`src/hw/rtl/rdt_pkg.sv`:
```
package rdt_pkg;

  localparam int CfgAw     = 6;
  localparam int CfgDw     = 64;
  localparam int RegIdxW   = 3;

  localparam logic [RegIdxW-1:0] REG_ROT0  = 3'd0;
  localparam logic [RegIdxW-1:0] REG_ROT1  = 3'd1;
  localparam logic [RegIdxW-1:0] REG_ROT2  = 3'd2;
  localparam logic [RegIdxW-1:0] REG_TRANS = 3'd3;
  localparam logic [RegIdxW-1:0] REG_THR   = 3'd4;

  localparam logic [47:0] ROT0_RST  = 48'h0000_8000_0000;
  localparam logic [47:0] ROT1_RST  = 48'h0000_0000_8000;
  localparam logic [47:0] ROT2_RST  = 48'h8000_0000_0000;
  localparam logic [31:0] THR_RST   = 32'd4295;

  localparam int NW        = 56;   // |numerator|, Q.40
  localparam int DW        = 49;   // determinant, Q.40, positive when used
  localparam int QW        = 32;   // Q16.16 depth
  localparam int DepthFrac = 16;
  localparam int DivSteps  = 2;    // quotient bits per divider stage
  localparam int DivStages = QW / DivSteps;

  typedef struct packed {
    logic [47:0] rot0;
    logic [47:0] rot1;
    logic [47:0] rot2;
    logic [59:0] trans;
    logic [31:0] thr;
  } cfg_t;

  // front end -> divider
  typedef struct packed {
    logic          valid;
    logic          reject;
    logic [NW-1:0] n;
    logic [DW-1:0] d;
  } front_out_t;

  typedef struct packed {
    logic          reject;
    logic          sat;
    logic [DW-1:0] r;
    logic [QW-1:0] nl;
    logic [QW-1:0] q;
    logic [DW-1:0] d;
  } div_st_t;

  // DivSteps restoring long-division steps
  function automatic div_st_t div_step(div_st_t s);
    div_st_t       o;
    logic [DW:0]   rr;
    logic          ge;
    o = s;
    for (int k = 0; k < DivSteps; k++) begin
      rr   = {o.r, o.nl[QW-1]};
      o.nl = {o.nl[QW-2:0], 1'b0};
      ge   = (rr >= {1'b0, o.d});
      o.r  = ge ? DW'(rr - {1'b0, o.d}) : rr[DW-1:0];
      o.q  = {o.q[QW-2:0], ge};
    end
    return o;
  endfunction

endpackage

```
`src/hw/rtl/rdt_regs.sv`:
```
module rdt_regs import rdt_pkg::*; (
  input  logic             clk,
  input  logic             rst_n,
  input  logic             psel,
  input  logic             penable,
  input  logic             pwrite,
  input  logic [CfgAw-1:0] paddr,
  input  logic [CfgDw-1:0] pwdata,
  output logic [CfgDw-1:0] prdata,
  output logic             pready,
  output cfg_t             cfg
);

  cfg_t              cfg_r;
  logic              wr_en;
  logic [RegIdxW-1:0] idx;

  assign wr_en  = psel && penable && pwrite;
  assign idx    = paddr[CfgAw-1:3];
  assign pready = 1'b1;
  assign cfg    = cfg_r;

  always_ff @(posedge clk) begin
    if (!rst_n) begin
      cfg_r.rot0  <= ROT0_RST;
      cfg_r.rot1  <= ROT1_RST;
      cfg_r.rot2  <= ROT2_RST;
      cfg_r.trans <= '0;
      cfg_r.thr   <= THR_RST;
    end else if (wr_en) begin
      case (idx)
        REG_ROT0:  cfg_r.rot0  <= pwdata[47:0];
        REG_ROT1:  cfg_r.rot1  <= pwdata[47:0];
        REG_ROT2:  cfg_r.rot2  <= pwdata[47:0];
        REG_TRANS: cfg_r.trans <= pwdata[59:0];
        REG_THR:   cfg_r.thr   <= pwdata[31:0];
        default: ;
      endcase
    end
  end

  always_comb begin
    case (idx)
      REG_ROT0:  prdata = {16'b0, cfg_r.rot0};
      REG_ROT1:  prdata = {16'b0, cfg_r.rot1};
      REG_ROT2:  prdata = {16'b0, cfg_r.rot2};
      REG_TRANS: prdata = {4'b0, cfg_r.trans};
      REG_THR:   prdata = {32'b0, cfg_r.thr};
      default:   prdata = '0;
    endcase
  end

endmodule

```
`config.mk`:
```
export PLATFORM = sky130hd
export DESIGN_NAME = rdt_regs
export DESIGN_NICKNAME = d
export VERILOG_FILES = /design/src/hw/rtl/rdt_pkg.sv /design/src/hw/rtl/rdt_regs.sv
export SDC_FILE = /design/constraint.sdc
export NUM_CORES = 1
export LEC_CHECK = 0
export CORE_UTILIZATION = 30
export DETAILED_ROUTE_END_ITERATION = 16
export DONT_BUFFER_PORTS = 1
export PLACE_DENSITY_LB_ADDON = 0.2
export RECOVER_POWER = 50
export SYNTH_ARGS = -nofsm -noshare
export SYNTH_HDL_FRONTEND = slang
export SYNTH_SLANG_ARGS = --single-unit
```
`constraint.sdc`:
```
create_clock -name clk -period 2.5 [get_ports clk]
set_clock_uncertainty 0.15 [all_clocks]
set_input_delay 0.375 -clock clk [delete_from_list [all_inputs] [get_ports clk]]
set_output_delay 0.375 -clock clk [all_outputs]
set_load 0.05 [all_outputs]
```
# After elaboration in Yosys (flattened, before gate mapping)
# Index checks and enable logic that the tools add are counted.
# totals
regBits	236
inputBits	75
output_inout_bits	301
word_cells	18
# op_classes
eq_ne	4
muxes	1
n_reduce_logical	8
# ops
op	n
$pmux W60 S5	1
$reduce_and A2 Y1	5
$eq A3 B2 Y1 const B	2
$eq A3 B1 Y1 const B	1
$eq A3 B3 Y1 const B	1
$logic_not A3 Y1	1
$logic_and A1 B1 Y1	2

# Logic depth before layout (Yosys ltp)
# logic_depth
ltp_word	3
ltp_mapped	6
ltp_nobuf	3

# Worst setup path after synthesis
# OpenSTA, ideal clock, no wires.
# synth_path
path_type	input to output
start	input paddr[4]
end	output prdata[0]
arrival_ns	2.067
t_required_ns	1.975
setup_slack_ns	-0.092
stages	6
n_path_buf	4
path_cell_list	buf_2 -> buf_4 -> buf_2 -> buf_1 -> a22oi_1 -> o22ai_1
# synth_between
elab_chain_len	2
word_cells_on_any_way	6
cone_classes	eq/ne (4); mux (1); reduce/logical (1)
# synth_lines
item	line	rtl
from (decl)	rdt_regs.sv:7	input logic [CfgAw-1:0] paddr,
$eq A3 B3 Y1, or another cell as far along	rdt_regs.sv:43	case (idx)
$pmux W60 S5 (*)	rdt_regs.sv:43	
to (decl)	rdt_regs.sv:9	output logic [CfgDw-1:0] prdata,
# Mark *: on every way between the ends. The rest lies on a longest branch, timed or not.

# Final worst setup path
# layout_path
start	register cfg_r, in the netlist cfg[69]
end	output prdata[37]
# layout_between
elab_chain_len	1
# layout_lines
item	line	rtl
from (decl)	rdt_regs.sv:14	cfg_t cfg_r;
$pmux W60 S5	rdt_regs.sv:43	
# Every way passes these cells.

==> flow_metrics.env <==
export IMPL_fillers=3240
export IMPL_syn_to_final_growth_pct=59.6
export IMPL_port_buffers=0
export IMPL_grt_max_degree=186
export IMPL_synth_warnings=0
export IMPL_clk_pin_slew_ns=0.06
export IMPL_grt_ovfl_total=0
export IMPL_nNetsFinal=1652
export IMPL_h_tree_depth=1
export IMPL_drv_slew=0
export IMPL_antenna_found_initial=0
export IMPL_first_pass_iters=4
export IMPL_syn_inst=1060
export IMPL_cts_sinks=236
export IMPL_leakage_nw=6.30
export IMPL_status="completed"
export IMPL_netlist_area_leader_share_pct=45.1
export IMPL_fp_dieH_um=189
export IMPL_rows=68
export IMPL_die_area_um2=35600
export IMPL_min_to="cfg[145]"
export IMPL_cp_end_kind="output port"
export IMPL_grt_pass1_wl_um=61000
export IMPL_io_pins=376
export IMPL_wl_um=40000
export IMPL_num_antenna_cells=0
export IMPL_drt_initial_drc_count=389
export IMPL_post_cts_buffers=0
export IMPL_synth_cell_types=22
export IMPL_worst_endpoint_required_ns=1.98
export IMPL_hp_start="pwdata[5]"
export IMPL_synth_top_cell_by_area="dfxtp_1"
export IMPL_worstMarginPinSlew_ns=1.33
export IMPL_initial_utilization_pct=30.4
export IMPL_finalCriticalPeriod_ns=2.46
export IMPL_drc=0
export IMPL_worstHoldPathCells=2
export IMPL_fin_crit_sh_pct=98.5
export IMPL_reg2reg_slack_ns=0.11
export IMPL_grt_pass1_vias=10400
export IMPL_critPathKind="reg2out"
export IMPL_syn_area_um2=10500
export IMPL_whs_ns=0.0149
export IMPL_insertion_delay_ns=0.53
export IMPL_cts_buffers=28
export IMPL_ir_drop_mv=0.531
export IMPL_r2r_end="cfg[105]"
export IMPL_coreArea_um2=34500
export IMPL_vias=9926
export IMPL_cts_root_buffer="clkbuf_16"
export IMPL_rsz0062_at_grt="no"
export IMPL_die_width_um=189
export IMPL_crit_path_max_fanout=3
export IMPL_synth_area_leaders="dfxtp_1 (45%), mux2i_1 (23%), nand2_1 (10%)"
export IMPL_relSlewSlack_pct=11.2
export IMPL_gp_congestion=0.756
export IMPL_hp_class="in2reg"
export IMPL_reg2reg_depth=5
export IMPL_setup_violations_final=0
export IMPL_ys_ff_latch=236
export IMPL_layout_drive_gt1_share_pct=22.9
export IMPL_clk_path_buf_depth=3
export IMPL_wl_per_cell_um=19.5
export IMPL_fin_tns_setup_ns=0
export IMPL_power_density_nw_per_um2=510
export IMPL_drt_vias_per_instance=4.83
export IMPL_largest_reg_flops=236
export IMPL_cts_tree="done"
export IMPL_ant_nets=0
export IMPL_hpwl_um=21700
export IMPL_power_mw=8.53
export IMPL_final_hold_violation_count=0
export IMPL_crit_arrival_ns=1.94
export IMPL_maxCapViolCount=0
export IMPL_fin_util_pct=48.5
export IMPL_rr_startpoint="cfg[105]"
export IMPL_synth_avg_cell_area_um2=9.88
export IMPL_grtUsageTotal_pct=21.9
export IMPL_startpoint_type="register"
export IMPL_ys_seq_area_share_pct=45.1
export IMPL_fmax_mhz=406
## cells in the mapped netlist
master and instances:
clkbuf_1 47, nand2_1 288, a22oi_1 64, nor3_4 1
nand4_1 1, nand4b_4 1, mux2_2 32, mux4_2 16
buf_2 18, nor2_2 1, conb_1 2, nor3b_2 2
buf_4 21, and2_1 12, nor2b_1 36, buf_6 4
nor2_1 2, nor3_2 1, o22ai_1 32, buf_1 7
dfxtp_1 236, mux2i_1 236
## final cells by class
| cell class | instances | area (um2) | share of cell area, % |
|---|---|---|---|
| Tap cell | 455 | 569 | 3.41 |
| Clock buffer | 47 | 873 | 5.23 |
| Timing Repair Buffer | 581 | 5040 | 30.2 |
| Clock inverter | 4 | 45.0 | 0.270 |
| Sequential cell | 236 | 4740 | 28.3 |
| Multi-Input combinational cell | 730 | 5450 | 32.6 |
## critical path: stages (launching register included)
cell     delay, ns
dfxtp_1       0.67
mux4_2        0.35
nor2b_1       0.16
buf_4         0.22
## worst max-delay path by stage
stage / cells after the start / slack [ns] / start / endpoint
after detailed placement: 3 / 0.55 / paddr[4] / prdata[56]
after global placement: 3 / 0.56 / paddr[4] / prdata[57]
final: 3 / 0.04 / cfg[69] / prdata[37]
after global routing: 3 / 0.001 / cfg[79] / prdata[47]
after CTS: 3 / 0.02 / cfg[72] / prdata[40]
after floorplan: 5 / 0.08 / paddr[3] / prdata[34]
## kinds of logic after synthesis
group                  after synthesis  share of synthesized area, %
AOI/OAI and AO/OA                   96                          6.50
buffers and inverters               97                          4.73
other                                2                        0.0717
DFF                                236                          45.1
muxes                              284                          29.5
and+or+nand+nor                    345                          14.1
## per-layer routing
| metal | vias to the layer above | share of wire [%] | GRT usage, % |
|---|---|---|---|
| met2 | 294 | 49 | 38.4 |
| met1 | 4882 | 41 | 26.0 |
| met5 | - | 0 | 0 |
| met3 | 52 | 7.2 | 5.77 |
| li1 | 4698 | - | - |
| met4 | 0 | 2.5 | 6.39 |
## power by group
group / leakage [nW] / switching [mW] / internal [mW]
clock network: 0.453 / 1.64 / 2.46
logic: 3.94 / 0.378 / 0.240
registers: 1.91 / 0.0226 / 3.79
total: 6.30 / 2.04 / 6.48
## layout by cell type, fill, tap and decap left out, drive strengths merged, types with 16 or more instances in the layout
cell type and count:
a22oi 64, buf 228, clkbuf 92, dfxtp 236, dlygate4sd3 308, mux2 32
mux2i 236, mux4 16, nand2 288, nor2b 36, o22ai 32
## what timing repair did
item / CTS / global route
hold buffers: 310 / 0
endpoints found under the setup margin: 1 / 5
endpoints found under the hold margin: 236 / 0
resized for setup: 2 / 8
## stage by stage
stage | instance area [um2] | std cells | worst slack (ns)
after CTS | 16900 | 2053 | 0.0246
after global routing | 16700 | 2053 | 0.00106
after floorplan | 10700 | 1063 | 0.0824
final | 16700 | 2053 | 0.0378
after detailed placement | 12900 | 1692 | 0.547
after global placement | 12900 | 1692 | 0.558
Power figures use the tool's default switching activity.
